File: config.mk
export PLATFORM = sky130hd
export DESIGN_NAME = command_line_rule_matcher_flat
export DESIGN_NICKNAME = d
export VERILOG_FILES = /design/src/hw/rtl/clrm_pkg.sv /design/src/hw/rtl/clrm_ifs.sv /design/src/hw/rtl/command_line_rule_matcher.sv /design/src/flat_wrapper.sv
export SDC_FILE = /design/constraint.sdc
export NUM_CORES = 1
export LEC_CHECK = 0
export BUFFER_PORTS_ARGS = -buffer_cell sky130_fd_sc_hd__buf_2
export CAP_MARGIN = 20
export CORE_ASPECT_RATIO = 1.4
export CORE_MARGIN = 4
export CORE_UTILIZATION = 40
export DETAILED_ROUTE_END_ITERATION = 16
export GPL_TIMING_DRIVEN = 1
export HOLD_SLACK_MARGIN = 0.08
export PLACE_DENSITY = 0.66
export SKIP_CTS_REPAIR_TIMING = 1
export SLEW_MARGIN = 5
export SYNTH_ARGS = -nofsm -noshare
export SYNTH_HDL_FRONTEND = slang
export SYNTH_SLANG_ARGS = --single-unit
File: constraint.sdc
create_clock -name clk -period 3.8 [get_ports clk]
set_clock_uncertainty 0.1 [all_clocks]
set_input_delay 0.19 -clock clk [delete_from_list [all_inputs] [get_ports clk]]
set_output_delay 0.19 -clock clk [all_outputs]
set_load 0.02 [all_outputs]
File: src/hw/rtl/clrm_pkg.sv
// ----------------------------------------------------------------------------
// clrm_pkg
// Shared types, substring table and verdict rules of the command line
// rule matcher.
// ----------------------------------------------------------------------------
package clrm_pkg;

	localparam int CHAR_W    = 16;
	localparam int WIN_DEPTH = 22;
	localparam int WIN_LEN   = WIN_DEPTH + 1;
	localparam int PAT_COUNT = 29;
	localparam int PAT_BITS  = 8 * WIN_LEN;

	localparam logic [CHAR_W-1:0] UPPER_FIRST = 16'h0041;
	localparam logic [CHAR_W-1:0] UPPER_LAST  = 16'h005A;
	localparam logic [CHAR_W-1:0] CASE_OFFSET = 16'h0020;
	localparam logic [CHAR_W-1:0] NUL_CHAR    = 16'h0000;

	typedef enum logic [2:0] {
		VERDICT_NONE,
		VERDICT_SHADOW_DELETE,
		VERDICT_HIDDEN_SHELL,
		VERDICT_ENCODED,
		VERDICT_POLICY_BYPASS,
		VERDICT_DOWNLOAD,
		VERDICT_LOLBIN
	} verdict_t;

	typedef struct packed {
		logic [CHAR_W-1:0] char_code;
		logic              last;
	} char_item_t;

	typedef struct packed {
		verdict_t verdict;
	} res_item_t;

	typedef logic [PAT_COUNT-1:0] pat_flags_t;

	// flag positions
	localparam int P_SHADOW_TOOL  = 0;
	localparam int P_DELETE       = 1;
	localparam int P_SHADOW       = 2;
	localparam int P_SHADOWCOPY   = 3;
	localparam int P_BACKUP_TOOL  = 4;
	localparam int P_CATALOG      = 5;
	localparam int P_PS_FULL      = 6;
	localparam int P_PS_CORE      = 7;
	localparam int P_WINSTYLE_LNG = 8;
	localparam int P_WINSTYLE_W   = 9;
	localparam int P_WINSTYLE_WIN = 10;
	localparam int P_ENC_SHORT    = 11;
	localparam int P_ENC_LONG     = 12;
	localparam int P_EXEC_LONG    = 13;
	localparam int P_EXEC_EP      = 14;
	localparam int P_EXEC_TIGHT   = 15;
	localparam int P_DL_STRING    = 16;
	localparam int P_DL_FILE      = 17;
	localparam int P_WEBREQ       = 18;
	localparam int P_WEBCLIENT    = 19;
	localparam int P_BITS         = 20;
	localparam int P_CERT_TOOL    = 21;
	localparam int P_URLCACHE     = 22;
	localparam int P_HTA_HOST     = 23;
	localparam int P_HTTP         = 24;
	localparam int P_JS           = 25;
	localparam int P_VBS          = 26;
	localparam int P_DLL_HOST     = 27;
	localparam int P_JS_URI       = 28;

	// right-justified: byte 0 is the last character, zero bytes are unused
	localparam logic [PAT_BITS-1:0] PAT_TEXT [PAT_COUNT] = '{
		PAT_BITS'({"vss", "admin"}),
		PAT_BITS'("delete"),
		PAT_BITS'("shadow"),
		PAT_BITS'("shadowcopy"),
		PAT_BITS'({"wb", "admin"}),
		PAT_BITS'("catalog"),
		PAT_BITS'({"power", "shell"}),
		PAT_BITS'("pwsh"),
		PAT_BITS'("-windowstyle hidden"),
		PAT_BITS'("-w hidden"),
		PAT_BITS'("-win hidden"),
		PAT_BITS'("-enc "),
		PAT_BITS'("-encodedcommand "),
		PAT_BITS'("-executionpolicy bypass"),
		PAT_BITS'("-ep bypass"),
		PAT_BITS'("-epbypass"),
		PAT_BITS'("downloadstring"),
		PAT_BITS'("downloadfile"),
		PAT_BITS'("invoke-webrequest"),
		PAT_BITS'("net.webclient"),
		PAT_BITS'("start-bitstransfer"),
		PAT_BITS'({"cert", "util"}),
		PAT_BITS'("-urlcache"),
		PAT_BITS'({"msh", "ta"}),
		PAT_BITS'("http"),
		PAT_BITS'("javascript"),
		PAT_BITS'("vbscript"),
		PAT_BITS'({"run", "dll32"}),
		PAT_BITS'("javascript:")
	};

	function automatic verdict_t decide(input pat_flags_t f);
		logic ps;
		verdict_t v;
		ps = f[P_PS_FULL] | f[P_PS_CORE];
		priority if ((f[P_SHADOW_TOOL] && f[P_DELETE] && f[P_SHADOW]) ||
				(f[P_SHADOWCOPY] && f[P_DELETE]) ||
				(f[P_BACKUP_TOOL] && f[P_DELETE] && f[P_CATALOG])) begin
			v = VERDICT_SHADOW_DELETE;
		end else if (ps && (f[P_WINSTYLE_LNG] || f[P_WINSTYLE_W] || f[P_WINSTYLE_WIN])) begin
			v = VERDICT_HIDDEN_SHELL;
		end else if (ps && (f[P_ENC_SHORT] || f[P_ENC_LONG])) begin
			v = VERDICT_ENCODED;
		end else if (ps && (f[P_EXEC_LONG] || f[P_EXEC_EP] || f[P_EXEC_TIGHT])) begin
			v = VERDICT_POLICY_BYPASS;
		end else if (f[P_DL_STRING] || f[P_DL_FILE] || f[P_WEBREQ] || f[P_WEBCLIENT] ||
				f[P_BITS]) begin
			v = VERDICT_DOWNLOAD;
		end else if ((f[P_CERT_TOOL] && f[P_URLCACHE]) ||
				(f[P_HTA_HOST] && (f[P_HTTP] || f[P_JS] || f[P_VBS])) ||
				(f[P_DLL_HOST] && f[P_JS_URI])) begin
			v = VERDICT_LOLBIN;
		end else begin
			v = VERDICT_NONE;
		end
		return v;
	endfunction

endpackage

File: src/hw/rtl/clrm_ifs.sv
// ----------------------------------------------------------------------------
// clrm_ifs
// Valid/ready stream interfaces for characters and verdicts.
// ----------------------------------------------------------------------------
interface clrm_char_if;
	import clrm_pkg::*;
	logic       valid;
	logic       ready;
	char_item_t data;
	modport source(output valid, output data, input ready);
	modport sink(input valid, input data, output ready);
endinterface

interface clrm_res_if;
	import clrm_pkg::*;
	logic      valid;
	logic      ready;
	res_item_t data;
	modport source(output valid, output data, input ready);
	modport sink(input valid, input data, output ready);
endinterface

File: src/hw/rtl/command_line_rule_matcher.sv
// ----------------------------------------------------------------------------
// command_line_rule_matcher
// A line's last item is held in the input register until the output is
// free; its verdict is then registered. Throughput: one character per
// cycle while no last item is held, window compare and flag update acting
// on the input register. Reset: arst_n clears the window, flags, counter
// and valid bits; all but the valid bits clear after each line's last item.
// ----------------------------------------------------------------------------
module command_line_rule_matcher #(
	parameter int MAX_CHARS = 1024
) (
	input  logic        clk,
	input  logic        arst_n,
	clrm_char_if.sink   char_stream,
	clrm_res_if.source  verdict_stream
);
	import clrm_pkg::*;

	localparam int CNT_W = $clog2(MAX_CHARS);
	localparam logic [CNT_W-1:0] TAKEN_LIMIT = CNT_W'(MAX_CHARS - 1);

	logic [CHAR_W-1:0] char_s1;
	logic              last_s1;
	logic              valid_s1;

	logic [CHAR_W-1:0] window_q [WIN_DEPTH];
	pat_flags_t        seen_q;
	logic [CNT_W-1:0]  taken_q;
	logic              stopped_q;

	logic              out_valid_q;
	verdict_t          verdict_q;

	logic              out_free;
	logic              s1_adv;
	logic [CHAR_W-1:0] low_char;
	logic [CHAR_W-1:0] hist [WIN_LEN];
	pat_flags_t        hit;
	pat_flags_t        seen_next;
	logic              stop_now;
	logic              take;

	assign out_free = !out_valid_q || verdict_stream.ready;
	assign s1_adv = valid_s1 && (!last_s1 || out_free);
	assign char_stream.ready = !valid_s1 || s1_adv;

	assign verdict_stream.valid = out_valid_q;
	assign verdict_stream.data.verdict = verdict_q;

	assign low_char = (char_s1 >= UPPER_FIRST && char_s1 <= UPPER_LAST) ?
		char_s1 + CASE_OFFSET : char_s1;

	always_comb begin
		hist[0] = low_char;
		for (int i = 0; i < WIN_DEPTH; i++) begin
			hist[i+1] = window_q[i];
		end
	end

	// parallel window comparators, zero pattern bytes are don't care
	always_comb begin
		for (int p = 0; p < PAT_COUNT; p++) begin
			hit[p] = 1'b1;
			for (int i = 0; i < WIN_LEN; i++) begin
				if (PAT_TEXT[p][8*i +: 8] != 8'h00 &&
						hist[i] != {8'h00, PAT_TEXT[p][8*i +: 8]}) begin
					hit[p] = 1'b0;
				end
			end
		end
	end

	assign stop_now = (char_s1 == NUL_CHAR) || (taken_q >= TAKEN_LIMIT);
	assign take = !stopped_q && !stop_now;
	assign seen_next = take ? (seen_q | hit) : seen_q;

	always_ff @(posedge clk or negedge arst_n) begin
		if (!arst_n) begin
			valid_s1 <= 1'b0;
		end else if (char_stream.ready) begin
			valid_s1 <= char_stream.valid;
		end
	end

	always_ff @(posedge clk) begin
		if (char_stream.valid && char_stream.ready) begin
			char_s1 <= char_stream.data.char_code;
			last_s1 <= char_stream.data.last;
		end
	end

	always_ff @(posedge clk or negedge arst_n) begin
		if (!arst_n) begin
			for (int i = 0; i < WIN_DEPTH; i++) begin
				window_q[i] <= '0;
			end
			seen_q    <= '0;
			taken_q   <= '0;
			stopped_q <= 1'b0;
		end else if (s1_adv) begin
			if (last_s1) begin
				for (int i = 0; i < WIN_DEPTH; i++) begin
					window_q[i] <= '0;
				end
				seen_q    <= '0;
				taken_q   <= '0;
				stopped_q <= 1'b0;
			end else if (!stopped_q) begin
				if (stop_now) begin
					stopped_q <= 1'b1;
				end else begin
					window_q[0] <= low_char;
					for (int i = 1; i < WIN_DEPTH; i++) begin
						window_q[i] <= window_q[i-1];
					end
					seen_q  <= seen_next;
					taken_q <= taken_q + 1'b1;
				end
			end
		end
	end

	always_ff @(posedge clk or negedge arst_n) begin
		if (!arst_n) begin
			out_valid_q <= 1'b0;
		end else if (s1_adv && last_s1) begin
			out_valid_q <= 1'b1;
		end else if (verdict_stream.ready) begin
			out_valid_q <= 1'b0;
		end
	end

	always_ff @(posedge clk) begin
		if (s1_adv && last_s1) begin
			verdict_q <= decide(seen_next);
		end
	end

endmodule

File: src/flat_wrapper.sv
// flat-port wrapper written by rule: the top's interface ports become plain ports
module command_line_rule_matcher_flat import clrm_pkg::*;
#(
	parameter int MAX_CHARS = 1024
)
  (clk, arst_n, char_stream_valid, char_stream_data, char_stream_ready, verdict_stream_valid, verdict_stream_data, verdict_stream_ready);
  clrm_char_if char_stream_i ();
  clrm_res_if verdict_stream_i ();
  input  logic clk;
  input  logic arst_n;
  input wire logic [$bits(char_stream_i.valid)-1:0] char_stream_valid;
  input wire logic [$bits(char_stream_i.data)-1:0] char_stream_data;
  output wire logic [$bits(char_stream_i.ready)-1:0] char_stream_ready;
  output wire logic [$bits(verdict_stream_i.valid)-1:0] verdict_stream_valid;
  output wire logic [$bits(verdict_stream_i.data)-1:0] verdict_stream_data;
  input wire logic [$bits(verdict_stream_i.ready)-1:0] verdict_stream_ready;
  assign char_stream_i.valid = char_stream_valid;
  assign char_stream_i.data = char_stream_data;
  assign char_stream_ready = char_stream_i.ready;
  assign verdict_stream_valid = verdict_stream_i.valid;
  assign verdict_stream_data = verdict_stream_i.data;
  assign verdict_stream_i.ready = verdict_stream_ready;
  command_line_rule_matcher #(.MAX_CHARS(MAX_CHARS)) u_core (.clk(clk), .arst_n(arst_n), .char_stream(char_stream_i), .verdict_stream(verdict_stream_i));
endmodule
---- Word-level counts from Yosys, hierarchy flattened ----
Cells that the tools add are included.
cells by class
  bitwise logic cells ..................... 2
  add/subtract/negate cells ............... 2
  mux-type cells .......................... 272
  magnitude comparators ................... 3
  equal/unequal tests ..................... 178
  reductions and logical operators ........ 44
operator list
  operator                 count
  $ne A16 B7 Y1 const B    162
  $mux W352                3
  $mux W1                  256
  $ne A16 B6 Y1 const B    14
  $mux W29                 4
  $mux W10                 3
  $or A29 B29 Y29          1
  $logic_or A1 B1 Y1       19
  $add A16 B6 Y16 const B  1
  $ge A16 B7 Y1 const B    1
  $le A16 B7 Y1 const B    1
  $logic_and A1 B1 Y1      16
  $logic_not A16 Y1        1
  $mux W16                 1
  $add A10 B1 Y10 const B  1
  $ge A10 B10 Y1 const B   1
  $mux W3                  3
  $logic_not A1 Y1         5
  $mux W2                  2
  $ne A2 B1 Y1 const B     2
  $reduce_and A3 Y1        1
  $reduce_or A3 Y1         1
  $reduce_bool A2 Y1       1
  $or A1 B1 Y1             1
storage, ports and cells
  bits of input ports ..................... 21
  output and inout bits ................... 5
  bits in registers ....................... 414
  logic and storage cells ................. 532

---- Logic depth before layout (Yosys ltp) ----
Gate-level depths: netlist (run 1).
  depth in word-level cells ............... 39
  depth in mapped cells ................... 11
  gate-level depth less buffers ........... 10

---- Worst setup path after synthesis (run 1) ----
OpenSTA, ideal clock, no wires.
  path type ............................... register to register
  from .................................... register u_core.char_s1[5]
  to ...................................... register u_core.verdict_q[1] (netlist: u_core.verdict_stream.data[1]), data pin
  slack ................................... 0.970 ns
  required time ........................... 3.446 ns
  data arrival time ....................... 2.476 ns
  clock period less this slack ............ 2.830 ns
  cell stages (with the launch flop) ...... 11
  cell sequence ........................... edfxtp_1 -> ha_1 -> nor2b_1 -> o2111ai_1 -> nor4_2 -> nand4_1 -> nor4b_2 -> o21ai_1 -> a21boi_2 -> nor3b_2 -> o21a_1
on the way
  longest elaborated chain between the ends .. 35
RTL lines
  element                                         line                              source
  from (decl)                                     command_line_rule_matcher.sv:22   logic [CHAR_W-1:0] char_s1;
  from (signal assigned)                          command_line_rule_matcher.sv:87   char_s1 <= char_stream.data.char_code;
  $ge A16 B7 Y1 or $le A16 B7 Y1 (tied branches)  command_line_rule_matcher.sv:50   assign low_char = (char_s1 >= UPPER_FIRST && char_s1 <= UPPER_LAST) ?
  $logic_and A1 B1 Y1                             command_line_rule_matcher.sv:50
  $mux W16                                        command_line_rule_matcher.sv:50
  $ne A16 B7 Y1                                   command_line_rule_matcher.sv:66   hist[i] != {8'h00, PAT_TEXT[p][8*i +: 8]}) begin
  $mux W1 (23 in a row)                           command_line_rule_matcher.sv:65   if (PAT_TEXT[p][8*i +: 8] != 8'h00 &&
  $or A29 B29 Y29                                 command_line_rule_matcher.sv:75   assign seen_next = take ? (seen_q | hit) : seen_q;
  $mux W29 (*)                                    command_line_rule_matcher.sv:75
  $logic_or A1 B1 Y1 (2 in a row)                 clrm_pkg.sv:116                   end else if (ps && (f[P_EXEC_LONG] || f[P_EXEC_EP] || f[P_EXEC_TIGHT])) begin
  $logic_and A1 B1 Y1                             clrm_pkg.sv:116
  $mux W3                                         clrm_pkg.sv:116
  $mux W2                                         clrm_pkg.sv:114                   end else if (ps && (f[P_ENC_SHORT] || f[P_ENC_LONG])) begin
  $mux W2                                         clrm_pkg.sv:112                   end else if (ps && (f[P_WINSTYLE_LNG] || f[P_WINSTYLE_W] || f[P_WINSTYLE_WIN])) begin
  to (signal assigned)                            command_line_rule_matcher.sv:135  verdict_q <= decide(seen_next);
  to (decl)                                       command_line_rule_matcher.sv:32   verdict_t verdict_q;
Every way passes the cells marked *; elsewhere a longest branch is shown, timed or not.
A chain may end at the register's enable or synchronous reset.

---- Worst setup path after layout (run 1) ----
  from .................................... register u_core.window_q (netlist bit u_core.hist[329])
  to ...................................... register u_core.verdict_q[1] (netlist: u_core.verdict_stream.data[1]), data pin
on the way
  longest elaborated chain between the ends .. 30
RTL lines
  element                            line                              source
  from (decl)                        command_line_rule_matcher.sv:26   logic [CHAR_W-1:0] window_q [WIN_DEPTH];
  from (signal, indexed assignment)  command_line_rule_matcher.sv:114  window_q[i] <= window_q[i-1];
  $ne A16 B7 Y1                      command_line_rule_matcher.sv:66
  $mux W1 (21 in a row)              command_line_rule_matcher.sv:65
  $or A29 B29 Y29 (*)                command_line_rule_matcher.sv:75
  $mux W29 (*)                       command_line_rule_matcher.sv:75
  $logic_or A1 B1 Y1 (2 in a row)    clrm_pkg.sv:116
  $logic_and A1 B1 Y1                clrm_pkg.sv:116
  $mux W3                            clrm_pkg.sv:116
  $mux W2                            clrm_pkg.sv:114
  $mux W2                            clrm_pkg.sv:112
Marks and branches as above.

==> impl_metrics.py, run 1 <==
metrics = {
    "yosys": {
        "synth_cell_types": 67,
        "syn_nets": 1602,
        "synth_area_per_cell_um2": 11.7,
        "syn_inst": 1579,
        "synth_flop_cell": "dfrtp_1",
        "yosys_warnings": 0,
        "ys_seq_area_share_pct": 56.7,
        "synth-seq-cells": 414,
        "synthesis.area_um2": 18400,
        "async_reset_ff_share_pct": 95.2,
        "synth_edf_count": 20,
    },
    "detailed_routing": {
        "wirelength_um": 63000,
        "vias": 14900,
        "drt_iter0_drc": 1321,
        "vias_per_cell": 6.35,
        "firstDrtPassIters": 5,
        "wl_per_cell_um": 26.9,
        "drtAntennaViolNets": 0,
        "route.detailed.drc": 0,
    },
    "critical_path": {
        "end_kind": "flip-flop",
        "crit_arrival_ns": 4.02,
        "critPathKind": "reg2reg",
        "worst-path-max-fanout": 6,
        "cp_data_required_time_ns": 4.15,
        "startpoint_type": "flip-flop",
    },
    "grt": {
        "grt.overflow.total": 0,
        "grt_max_degree": 119,
        "antenna_found_initial": 0,
        "grt_pass1_wl_um": 95200,
        "grtUsageTotal_pct": 25.2,
        "grt_pass1_vias": 14800,
    },
    "sta": {
        "setup-violations-final": 0,
        "tightestPinTransition_ns": 1.01,
        "min_period_over_period_pct": 96.6,
        "hold_viol": 0,
        "max_clock_freq_mhz": 272,
        "rsz0062_at_grt": "false",
        "relSlewSlack_pct": 32.5,
        "maxSlewViolCount": 0,
        "post-route-min-period_ns": 3.67,
        "worst_slack_ns": 0.130,
    },
    "power_and_ir_drop": {
        "peakVddDrop_uv": 378,
        "combPwrFrac_pct": 11.5,
        "switchingPower_uw": 2750,
        "power_frac_clock_pct": 41.8,
        "intPower_uw": 7540,
        "leakage_uw": 0.00952,
        "p_sw_share_pct": 26.8,
        "power.density_nw_per_um2": 471,
        "power_frac_seq_pct": 46.8,
    },
    "clocking": {
        "root_buffer": "clkbuf_16",
        "cts_tree": "done",
        "cts_made_buffers": 43,
        "clk_pin_slew_ns": 0.06,
        "clkLatencyLatePin_ns": 0.57,
        "cts_max_level": 2,
        "cts.path.max_buffers": 3,
        "clock-sinks": 414,
    },
    "layout": {
        "final.fill_count": 4090,
        "drive_above_1_share_pct": 15.2,
        "fin_cells": 2345,
        "nNetsFinal": 1722,
        "multi_input_area_um2": 7560,
        "register_area_um2": 10500,
        "area_delta_synth_final_pct": 18.5,
    },
    "run": {
        "cap_violations": 0,
    },
    "floorplan": {
        "die_x_um": 189,
        "fp-row-count": 92,
        "die_area_um2": 49600,
        "die_y_um": 262,
        "ioPinCount": 26,
        "start_util_pct": 40.7,
        "core_area_um2": 45400,
    },
    "placed_design": {
        "place.gp.congestion": 1.03,
        "port_buffers": 25,
        "pre_cts_ws_ns": -0.0734,
        "post-dp-hpwl_um": 46500,
        "dp_cells": 2244,
    },
    "hold_path": {
        "hp-class": "in2async",
    },
    "run_status": {
        "status": "completed",
    },
}
kinds of logic (layout without fill, tap and decap cells):
family | after synthesis | after routing | synth area share [%]
simple gates | 612 | 612 | 20.9
compound gates | 431 | 431 | 19.4
flops | 414 | 414 | 56.7
buf+inv | 115 | 269 | 2.61
xor+xnor | 5 | 5 | 0.238
fa+ha+maj | 2 | 2 | 0.136
other cells | 0 | 1 | 0
layout make-up:
type / instances / share of cell area [%]
diodes: 1 / 0.0115
clock buffers: 66 / 5.84
clock inverters: 13 / 0.744
inverters: 12 / 0.206
multi-input cells: 1050 / 34.6
flip-flops and latches: 414 / 47.9
well taps: 611 / 3.50
repair buffers: 178 / 7.20
state kept, by name (all words and copies together) (netlist names):
register,count
u_core.char_s1,16
u_core.hist,352
u_core.last_s1,1
u_core.seen_q,29
u_core.stopped_q,1
u_core.taken_q,10
u_core.valid_s1,1
u_core.verdict_stream.data,3
u_core.verdict_stream.valid,1
final timing paths:
path	start	to	slack, ns	cells past startpoint
min in group clk	char_stream_data[14]	u_core.char_s1[13]$_DFFE_PP_	0.22	2
max reg2reg	u_core.hist[329]$_DFFE_PN0P_	u_core.verdict_stream.data[1]$_SDFFCE_PP0P_	0.13	10
max in group asynchronous	arst_n	u_core.hist[160]$_DFFE_PN0P_	2.38	3
min reg2reg	u_core.seen_q[11]$_DFFE_PN0P_	u_core.seen_q[11]$_DFFE_PN0P_	0.39	2
max	u_core.hist[329]$_DFFE_PN0P_	u_core.verdict_stream.data[1]$_SDFFCE_PP0P_	0.13	10
min	arst_n	u_core.hist[137]$_DFFE_PN0P_	0.17	2
cells in the mapped netlist, drive strengths merged, types with 2 or more instances:
| cell type | count | share of area (%) |
|---|---|---|
| dfrtp | 394 | 53 |
| a22o | 345 | 16 |
| nor4 | 96 | 3.9 |
| nor2 | 81 | 1.7 |
| nand2 | 70 | 1.4 |
| nand4 | 68 | 2.3 |
| clkbuf | 53 | 1.1 |
| buf | 50 | 1.3 |
| nor3 | 50 | 1.4 |
| nand3 | 48 | 1.3 |
| nor4b | 30 | 1.5 |
| o21ai | 29 | 0.79 |
| nor2b | 25 | 0.85 |
| nor4bb | 22 | 1.2 |
| a21oi | 21 | 0.57 |
| edfxtp | 20 | 3.3 |
| nand4b | 20 | 1.0 |
| inv | 12 | 0.24 |
| nand2b | 12 | 0.41 |
| and3 | 10 | 0.34 |
| or4 | 10 | 0.41 |
| and2 | 9 | 0.31 |
| nand3b | 9 | 0.37 |
| nor3b | 9 | 0.42 |
| and4b | 8 | 0.43 |
| or3 | 8 | 0.27 |
| a31oi | 7 | 0.24 |
| a41oi | 5 | 0.24 |
| o21a | 5 | 0.20 |
| or2 | 5 | 0.17 |
| or4b | 5 | 0.29 |
| and4 | 4 | 0.19 |
| and4bb | 4 | 0.27 |
| o211a | 4 | 0.22 |
| and3b | 3 | 0.14 |
| or4bb | 3 | 0.18 |
| xor2 | 3 | 0.14 |
| ha | 2 | 0.14 |
| nand4bb | 2 | 0.12 |
| o221ai | 2 | 0.13 |
| o31a | 2 | 0.095 |
| xnor2 | 2 | 0.095 |
per-layer routing:
metal / track usage [%] / vias to the layer above / wire [um]
met5: 0 / - / 0
met1: 29.8 / 7634 / 23600
met4: 13.1 / 0 / 4020
met3: 3.68 / 193 / 3080
met2: 44.5 / 559 / 32200
li1: - / 6506 / -
power by group through the flow:
stage | combinational (uW) | clock [uW] | sequential, uW
2_1_floorplan | 638 | 0 | 4800
6_report | 1180 | 4300 | 4820
3_5_place_dp | 1150 | 0 | 4890
5_1_grt | 1270 | 4570 | 4840
4_1_cts | 1160 | 4400 | 4810
3_3_place_gp | 1140 | 0 | 4880
per-stage QoR:
step / area, um^2 / TNS (ns) / total power (uW) / hold WS (ns) / util, %
2_1_floorplan: 18400 / 0 / 5440 / -0.206 / -
3_3_place_gp: 20200 / -0.275 / 6030 / 0.243 / 44.4
3_5_place_dp: 20200 / -0.0734 / 6050 / 0.260 / 44.4
4_1_cts: 21600 / -0.117 / 10400 / -0.350 / 47.6
5_1_grt: 21800 / 0 / 10700 / 0.225 / 48.2
6_report: 21800 / 0 / 10300 / 0.170 / 48.2
cell usage in the layout, fill, tap and decap left out, drive strengths merged, types with 7 or more instances in the layout:
cell type	n
nor4	96
nand2	70
and4b	8
nor4b	30
a22o	345
inv	14
nor2	81
nor2b	25
nand4b	20
nor4bb	22
clkinv	8
nand2b	12
nor3b	9
dlygate4sd3	21
nor3	50
or3	8
dfrtp	394
a21oi	21
nand3	48
and2	9
nand4	68
and3	10
edfxtp	20
buf	157
or4	10
clkbuf	66
nand3b	9
a31oi	7
o21ai	29
critical path: stages, from the launching register on:
cell and delay [ns]:
dfrtp_1 0.41, nor4_2 0.62, nand3_1 0.42, or2_1 0.53
nor4_1 0.59, buf_4 0.22, a21oi_1 0.08, o21bai_1 0.19
o221ai_2 0.09, nor3b_2 0.19, o21a_1 0.12
No activity file was read; power rests on OpenSTA's default activity.
==> run 2: changes to the inputs <==
Settings changed: CORE_UTILIZATION 40 to 50, PLACE_DENSITY 0.66 to 0.77.
==> impl_metrics.py, run 2 (synthesis results as in run 1) <==
metrics = {
    "detailed_routing": {
        "route.detailed.drc": 0,
        "drt_iter0_drc": 1469,
        "wl_per_cell_um": 27.5,
        "firstDrtPassIters": 6,
        "vias_per_cell": 6.88,
        "vias": 14800,
        "drtAntennaViolNets": 0,
        "wirelength_um": 59200,
    },
    "clocking": {
        "clock-sinks": 414,
        "clk_pin_slew_ns": 0.06,
        "cts_tree": "done",
        "cts.path.max_buffers": 3,
        "clkLatencyLatePin_ns": 0.55,
        "root_buffer": "clkbuf_16",
        "cts_max_level": 2,
        "cts_made_buffers": 41,
    },
    "critical_path": {
        "end_kind": "flip-flop",
        "path_cells": "nor4_1 > nand2_1 > nand4b_1 > or4_1 > nor4_1 > buf_4 > nor2_1 > o211ai_1 > nor3b_2 > o21a_1",
        "crit_buf_inv": 1,
        "startpoint_type": "flip-flop",
        "ff2ff_path_depth": 10,
        "worstReg2RegEnd": "u_core.verdict_stream.data[1]$_SDFFCE_PP0P_",
        "critPathMaxStageDelay_ns": 0.61,
        "cp_data_required_time_ns": 3.99,
        "r2r_start": "u_core.hist[237]$_DFFE_PN0P_",
        "crit_top_cell": "nor4_1",
        "slowest_stage": "nor4_1",
        "worst-path-max-fanout": 5,
        "crit_start": "u_core.hist[237]$_DFFE_PN0P_",
        "critPathKind": "reg2reg",
        "r2r_setup_slack_ns": 0.17,
        "crit_arrival_ns": 3.82,
        "cp_top_family": "simple AND/OR/NAND/NOR gates",
        "endpoint": "u_core.verdict_stream.data[1]$_SDFFCE_PP0P_",
        "cp_num_cells": 10,
    },
    "layout": {
        "drive_above_1_share_pct": 12.9,
        "final_common_cell": "dfrtp_1",
        "largest_register_ffs": 352,
        "area_delta_synth_final_pct": 14.9,
        "fin_cells": 2155,
        "fin_util_pct": 58.0,
        "layout_common_cells": "394 x dfrtp_1, 345 x a22o_1, 83 x nor4_1, 83 x buf_4, 79 x nor2_1",
        "diodes": 0,
        "nNetsFinal": 1686,
    },
    "sta": {
        "maxSlewViolCount": 0,
        "relSlewSlack_pct": 22.2,
        "holdWs_ns": 0.171,
        "max_clock_freq_mhz": 275,
        "hold_viol": 0,
        "min_period_over_period_pct": 95.5,
        "post-route-min-period_ns": 3.63,
        "worst_slack_ns": 0.170,
        "fin_tns_setup_ns": 0,
        "tightestPinTransition_ns": 1.16,
        "rsz0062_at_grt": "false",
        "setup-violations-final": 0,
    },
    "floorplan": {
        "die_area_um2": 40100,
        "die_x_um": 170,
        "core_area_um2": 36600,
        "fp-row-count": 83,
        "start_util_pct": 50.4,
        "ioPinCount": 26,
        "die_y_um": 235,
    },
    "grt": {
        "grt_pass1_wl_um": 89900,
        "grt.overflow.total": 0,
        "grt_max_degree": 105,
        "grtUsageTotal_pct": 29.1,
        "grt_pass1_vias": 14700,
        "antenna_found_initial": 0,
    },
    "placed_design": {
        "pre_cts_ws_ns": 0.232,
        "port_buffers": 25,
        "dp_cells": 2065,
        "post-dp-hpwl_um": 42500,
        "place.gp.congestion": 1.13,
    },
    "power_and_ir_drop": {
        "leakage_uw": 0.00924,
        "power.density_nw_per_um2": 468,
        "peakVddDrop_uv": 434,
    },
    "run_status": {
        "status": "completed",
    },
    "run": {
        "cap_violations": 0,
    },
    "hold_path": {
        "hp-class": "in2async",
    },
}
==> run 2: power by group <==
group          internal [uW]  switching [uW]  total (uW)
clock                   2350            1650        4000
combinational            376             724        1100
sequential              4600             218        4810
==> run 2: layout make-up <==
cell class              count  area, um^2
clock buffers              61        1180
repair buffers            144        1250
multi-input cells        1050        7540
clock inverters             7         125
well taps                 467         584
inverters                  12        45.0
fillers                  3014       15400
flip-flops and latches    414       10500
==> run 2: layer usage <==
layer / up-vias / wire [um] / part of all wire, % / GRT usage, %
li1: 6421 / - / - / -
met4: 0 / 4270 / 7.2 / 17.7
met3: 213 / 3520 / 6.0 / 4.74
met1: 7601 / 22100 / 37 / 36.1
met5: - / 0 / 0 / 0
met2: 599 / 29200 / 49 / 47.4
==> run 2: metrics by stage <==
step	power (uW)	instance area, um^2
floorplan	5440	18400
global placement	5940	19700
detailed placement	5960	19700
CTS	9950	21000
global route	10200	21200
finish	9910	21200
==> run 2: worst min-delay path by stage <==
stage	start	endpoint	cells past startpoint
detailed placement	arst_n	u_core.hist[155]$_DFFE_PN0P_	1
CTS	arst_n	u_core.hist[155]$_DFFE_PN0P_	1
floorplan	arst_n	u_core.hist[0]$_DFFE_PN0P_	0
global placement	arst_n	u_core.hist[155]$_DFFE_PN0P_	1
global route	arst_n	u_core.hist[155]$_DFFE_PN0P_	2
finish	arst_n	u_core.hist[155]$_DFFE_PN0P_	2
